## config.mk

```make
export PLATFORM = sky130hd
export DESIGN_NAME = setwe_ctrl
export DESIGN_NICKNAME = d
export VERILOG_FILES = /design/src/rtl/setwe_pkg.sv /design/src/rtl/setwe_ctrl.sv
export SDC_FILE = /design/constraint.sdc
export NUM_CORES = 1
export LEC_CHECK = 0
export ABC_AREA = 1
export BUFFER_PORTS_ARGS = -buffer_cell sky130_fd_sc_hd__buf_2
export CORE_AREA = 2 2 46 48
export DETAILED_ROUTE_END_ITERATION = 10
export DIE_AREA = 0 0 48 50
export PLACE_DENSITY = 0.73
export SLEW_MARGIN = 20
export SYNTH_ARGS = -nofsm -noshare
export SYNTH_HDL_FRONTEND = slang
export SYNTH_SLANG_ARGS = --single-unit
```

## constraint.sdc

```tcl
create_clock -name clock -period 1.3 [get_ports clock]
set_clock_uncertainty 0.1 [all_clocks]
set_input_delay 0 -clock clock [delete_from_list [all_inputs] [get_ports clock]]
set_output_delay 0 -clock clock [all_outputs]
set_load 0.01 [all_outputs]
```

## src/rtl/setwe_pkg.sv

```systemverilog
package setwe_pkg;

   localparam int TABLE_DEPTH = 16;
   localparam int IDX_W = (TABLE_DEPTH > 1) ? $clog2(TABLE_DEPTH) : 1;
   localparam int CNT_W = $clog2(TABLE_DEPTH + 1);

   localparam logic [31:0] STALE_WINDOW_RESET = 32'd86400;

   // command codes
   localparam logic [1:0] CMD_UPSERT = 2'd0;
   localparam logic [1:0] CMD_DELETE = 2'd1;
   localparam logic [1:0] CMD_PRUNE  = 2'd2;
   localparam logic [1:0] CMD_READ   = 2'd3;

   // result status codes
   localparam logic [1:0] STS_DONE    = 2'd0;
   localparam logic [1:0] STS_IGNORED = 2'd1;
   localparam logic [1:0] STS_BEYOND  = 2'd2;

   typedef enum logic [3:0] {
      OP_NONE,
      OP_LOAD,
      OP_NEXT,
      OP_WRITE,
      OP_SWAP_LEFT,
      OP_SWAP_RIGHT,
      OP_REMOVE,
      OP_FINISH
   } op_type;

   typedef enum logic [1:0] {
      SEL_POS,
      SEL_LEFT,
      SEL_RIGHT,
      SEL_READ
   } sel_type;

   typedef struct packed {
      op_type     op;
      sel_type    sel;
      logic [1:0] code;
      logic       changed;
   } dp_ctl_type;

   typedef struct packed {
      logic [1:0] req_cmd;
      logic       req_id_zero;
      logic [1:0] cmd;
      logic       match;
      logic       at_end;
      logic       left_gt;
      logic       right_lt;
      logic       stale;
      logic       lim_ok;
      logic       rd_beyond;
      logic       out_busy;
   } dp_sts_type;

endpackage

```

## src/rtl/setwe_ctrl.sv

```systemverilog
module setwe_ctrl (
   input  logic                   clock,
   input  logic                   reset,
   input  logic                   req_valid,
   output logic                   req_stall,
   input  setwe_pkg::dp_sts_type  sts,
   output setwe_pkg::dp_ctl_type  ctl
);

   typedef enum logic [6:0] {
      S_IDLE   = 7'b0000001,
      S_SCAN   = 7'b0000010,
      S_WRITE  = 7'b0000100,
      S_LEFT   = 7'b0001000,
      S_RIGHT  = 7'b0010000,
      S_PRUNE  = 7'b0100000,
      S_FINISH = 7'b1000000
   } state_type;

   state_type  state_ff, state_in;
   logic [1:0] code_ff, code_in;
   logic       chg_ff, chg_in;

   assign req_stall = (state_ff != S_IDLE);

   always_comb begin
      state_in    = state_ff;
      code_in     = code_ff;
      chg_in      = chg_ff;
      ctl.op      = setwe_pkg::OP_NONE;
      ctl.sel     = setwe_pkg::SEL_POS;
      ctl.code    = code_ff;
      ctl.changed = chg_ff;
      unique case (state_ff)
         S_IDLE: begin
            if (req_valid) begin
               ctl.op  = setwe_pkg::OP_LOAD;
               chg_in  = 1'b0;
               code_in = setwe_pkg::STS_DONE;
               case (sts.req_cmd) inside
                  setwe_pkg::CMD_UPSERT, setwe_pkg::CMD_DELETE: begin
                     if (sts.req_id_zero) begin
                        code_in  = setwe_pkg::STS_IGNORED;
                        state_in = S_FINISH;
                     end else begin
                        state_in = S_SCAN;
                     end
                  end
                  setwe_pkg::CMD_PRUNE: state_in = S_PRUNE;
                  default:              state_in = S_FINISH;
               endcase
            end
         end
         S_SCAN: begin
            if (sts.match) begin
               if (sts.cmd == setwe_pkg::CMD_UPSERT) begin
                  state_in = S_WRITE;
               end else begin
                  ctl.op   = setwe_pkg::OP_REMOVE;
                  chg_in   = 1'b1;
                  state_in = S_FINISH;
               end
            end else if (sts.at_end) begin
               if (sts.cmd == setwe_pkg::CMD_UPSERT) begin
                  state_in = S_WRITE;
               end else begin
                  code_in  = setwe_pkg::STS_IGNORED;
                  state_in = S_FINISH;
               end
            end else begin
               ctl.op = setwe_pkg::OP_NEXT;
            end
         end
         S_WRITE: begin
            ctl.op   = setwe_pkg::OP_WRITE;
            chg_in   = 1'b1;
            state_in = S_LEFT;
         end
         S_LEFT: begin
            ctl.sel = setwe_pkg::SEL_LEFT;
            if (sts.left_gt) begin
               ctl.op = setwe_pkg::OP_SWAP_LEFT;
            end else begin
               state_in = S_RIGHT;
            end
         end
         S_RIGHT: begin
            ctl.sel = setwe_pkg::SEL_RIGHT;
            if (sts.right_lt) begin
               ctl.op = setwe_pkg::OP_SWAP_RIGHT;
            end else begin
               state_in = S_FINISH;
            end
         end
         S_PRUNE: begin
            if (!sts.lim_ok || sts.at_end) begin
               state_in = S_FINISH;
            end else if (sts.stale) begin
               ctl.op = setwe_pkg::OP_REMOVE;
               chg_in = 1'b1;
            end else begin
               ctl.op = setwe_pkg::OP_NEXT;
            end
         end
         S_FINISH: begin
            ctl.sel = setwe_pkg::SEL_READ;
            if (sts.cmd == setwe_pkg::CMD_READ) begin
               ctl.code = sts.rd_beyond ? setwe_pkg::STS_BEYOND : setwe_pkg::STS_DONE;
            end
            if (!sts.out_busy) begin
               ctl.op   = setwe_pkg::OP_FINISH;
               state_in = S_IDLE;
            end
         end
         default: state_in = S_IDLE;
      endcase
   end

   always_ff @(posedge clock) begin
      if (reset) begin
         state_ff <= S_IDLE;
         code_ff  <= setwe_pkg::STS_DONE;
         chg_ff   <= 1'b0;
      end else begin
         state_ff <= state_in;
         code_ff  <= code_in;
         chg_ff   <= chg_in;
      end
   end

endmodule

```

==> impl_metrics.py <==
metrics = {
    "cells_and_area": {
        "nFillCells": 124,
        "multi_input_area_um2": 699,
        "areaGrowthSynthToFinish_pct": 83.3,
        "drive_above_1_share": 0.603,
        "antenna_cells": 0,
        "design_area_um2": 1470,
        "fin_nets": 216,
        "stdcell_count": 226,
        "final-seq-area_um2": 195,
    },
    "setup_path": {
        "crit_family": "buffers and inverters",
        "cp_slowest_cell": "dfxtp_4",
        "start_kind": "register",
        "worstSetupPathType": "register to primary output",
        "cp-end-kind": "primary output",
        "crit_arrival_ns": 1.56,
        "cp_num_buf_inv": 4,
        "cp_cell_sequence": "inv_1 > buf_4 > nand3_1 > nor2_2 > buf_4 > nor2_2 > o2111ai_1 > buf_2",
        "required_ns": 1.20,
        "cp_slowest_stage_delay_ns": 0.37,
        "path_max_fanout": 3,
    },
    "place": {
        "place_hpwl_mm": 1.93,
        "postPlaceCellArea_um2": 1060,
        "dp.cells": 206,
        "portBuffers": 24,
        "gp_congestion": 0.927,
    },
    "grt": {
        "antenna_found_initial": 0,
        "grt_pass1_wl_mm": 4.33,
        "grt_max_degree": 8,
        "grt_pass1_vias": 986,
        "grt_usage": 0.254,
        "gr-total-overflow": 0,
    },
    "run": {
        "maxCapViolations": 0,
    },
    "timing": {
        "finalSetupViolations": 16,
        "fin_ws_ns": -0.362,
        "fin_crit_sh": 1.28,
        "slew_violations": 0,
        "hold_viol_final": 1,
        "period_needed_ns": 1.66,
        "rsz0062_at_grt": "true",
        "whs_ns": -0.0218,
        "fmaxAchievable_mhz": 602,
    },
    "routing": {
        "wirelength_mm": 3.25,
        "wl_per_cell_um": 14.4,
        "via_per_inst": 5.18,
        "drcViolationCount": 0,
        "vias": 1171,
        "drt-initial-drc-count": 29,
        "firstDrtPassIters": 4,
        "ant_nets": 0,
    },
    "clock_network": {
        "postCtsHoldBufs": 2,
        "cts_root_buffer": "clkbuf_4",
        "htreeDepth": 1,
        "cts_tree": "yes",
        "path_clk_slew_ns": 0.06,
        "numCtsBuffers": 3,
        "clock_sinks": 9,
        "cts.path.max_buffers": 2,
        "clkLatencyLatePin_ns": 0.28,
    },
    "synthesis": {
        "synthTopCellsByArea": "dfxtp_1 23%, nand2_1 14%, nor2_1 12%",
        "synthMuxAreaShare": 0,
        "syn-num-nets": 157,
        "yosysWarnings": 0,
        "synth.distinct_cells": 23,
        "synth-seq-cells": 9,
        "synth.top_cells.by_count": "30 x nand2_1, 25 x nor2_1, 19 x inv_1",
        "synth_top_family_by_area": "simple AND/OR/NAND/NOR gates",
        "synth_fa_ha_area_frac": 0,
        "avgSynthCellArea_um2": 5.67,
        "synth_edf_count": 0,
        "yosysTopAreaCell": "dfxtp_1",
        "synth_most_common_cell": "nand2_1",
        "netlist_instances": 141,
        "synthXorXnorAreaFrac": 0,
        "synth_top_area_share": 0.225,
        "synth_ff_type": "dfxtp_1",
        "yosys.area_share.simple": 0.537,
        "synth_compound_area_frac": 0.0970,
        "syn_area_um2": 800,
        "async_reset_ff_frac": 0,
        "seq_area_frac_synth": 0.225,
    },
    "floorplan": {
        "die_w_um": 48,
        "start_util": 0.420,
        "core_um2": 1900,
        "rows": 16,
        "die-area_um2": 2400,
        "fp.dieH_um": 50,
        "ioPinCount": 26,
    },
    "power": {
        "p_leak_nw": 0.707,
        "p_total_mw": 2.57,
        "power.density_nw_per_um2": 1750,
        "vdd_ir_drop_max_mv": 1.18,
    },
    "status": {
        "violations": "negative hold slack, negative setup slack",
        "status": "finished, violations left",
    },
    "hold_path": {
        "hold_class": "primary input to register",
    },
}
[registers in the layout, indices dropped and copies added (netlist names)]
register	cells
state_ff	7
chg_ff	1
code_ff	1
[power breakdown]
part           total (mW)  leakage [nW]  switching, mW  internal [mW]
Combinational        1.88         0.615           1.11          0.777
Clock               0.236        0.0150          0.117          0.119
Sequential          0.448        0.0770         0.0865          0.362
Total                2.57         0.707           1.31           1.26
[cell usage in the layout, fill, tap and decap left out, types with 4 or more instances in the layout]
cell type	n
buf_2	21
buf_4	24
buf_6	9
inv_1	16
inv_2	7
nand2_1	17
nand2_2	15
nand3_1	12
nand3_2	7
nor2_1	14
nor2_2	4
nor2_4	14
[timing repair]
| action | 4_1_cts | 5_1_grt |
|---|---|---|
| cloned | 0 | 0 |
| pin swaps | 11 | 15 |
| setup buffers | 8 | 10 |
| hold endpoints to repair | 7 | 1 |
| setup endpoints to repair | 16 | 17 |
| gates resized for setup | 39 | 35 |
[path summary, 6_finish.rpt]
check / startpoint / endpoint / slack, ns / cells after the start
worst min-delay path: sts[5] / state_ff[3]$_SDFFE_PP0P_ / -0.02 / 4
worst max register to register: state_ff[2]$_SDFFE_PP0P_ / state_ff[1]$_SDFFE_PP0P_ / -0.27 / 10
worst min register to register: chg_ff$_SDFFE_PP0P_ / chg_ff$_SDFFE_PP0P_ / 0.36 / 2
worst max-delay path: state_ff[3]$_SDFFE_PP0P_ / ctl[6] / -0.36 / 8
[worst min-delay path: cells and delay by family]
kind	cells	cell delay, ns
buffers and inverters	2	0.20
and+or+nand+nor	1	0.08
AOI/OAI and AO/OA	1	0.03
[layout make-up]
| class | instances | area share |
|---|---|---|
| clock buffers | 4 | 0.0179 |
| inverters | 25 | 0.0709 |
| multi-input cells | 105 | 0.477 |
| flip-flops and latches | 9 | 0.133 |
| well taps | 27 | 0.0231 |
| repair buffers | 56 | 0.278 |
[stage by stage]
stage	hold WS (ns)	TNS, ns	util	setup WS, ns
3_5_place_dp	0.179	-1.73	0.559	-0.219
2_1_floorplan	-0.0376	0	-	0.0157
6_report	-0.0218	-3.88	0.770	-0.362
4_1_cts	0.000810	-3.02	0.681	-0.332
3_3_place_gp	0.168	-1.40	0.559	-0.206
5_1_grt	-0.00937	-4.94	0.770	-0.403
[kinds of logic (layout without fill, tap and decap cells)]
kind of cell / after synthesis / count (layout)
simple gates: 92 / 92
flops: 9 / 9
other cells: 1 / 1
compound gates: 12 / 12
buf+inv: 27 / 85
[per-layer routing]
metal,routed length [um],vias to the layer above,track usage,part of all wire
met2,1570,69,0.416,0.48
li1,-,559,-,-
met3,218,17,0.0293,0.067
met4,168,0,0.140,0.052
met5,0,-,0,0
met1,1290,526,0.305,0.40
(Power assumes the default switching activity.)
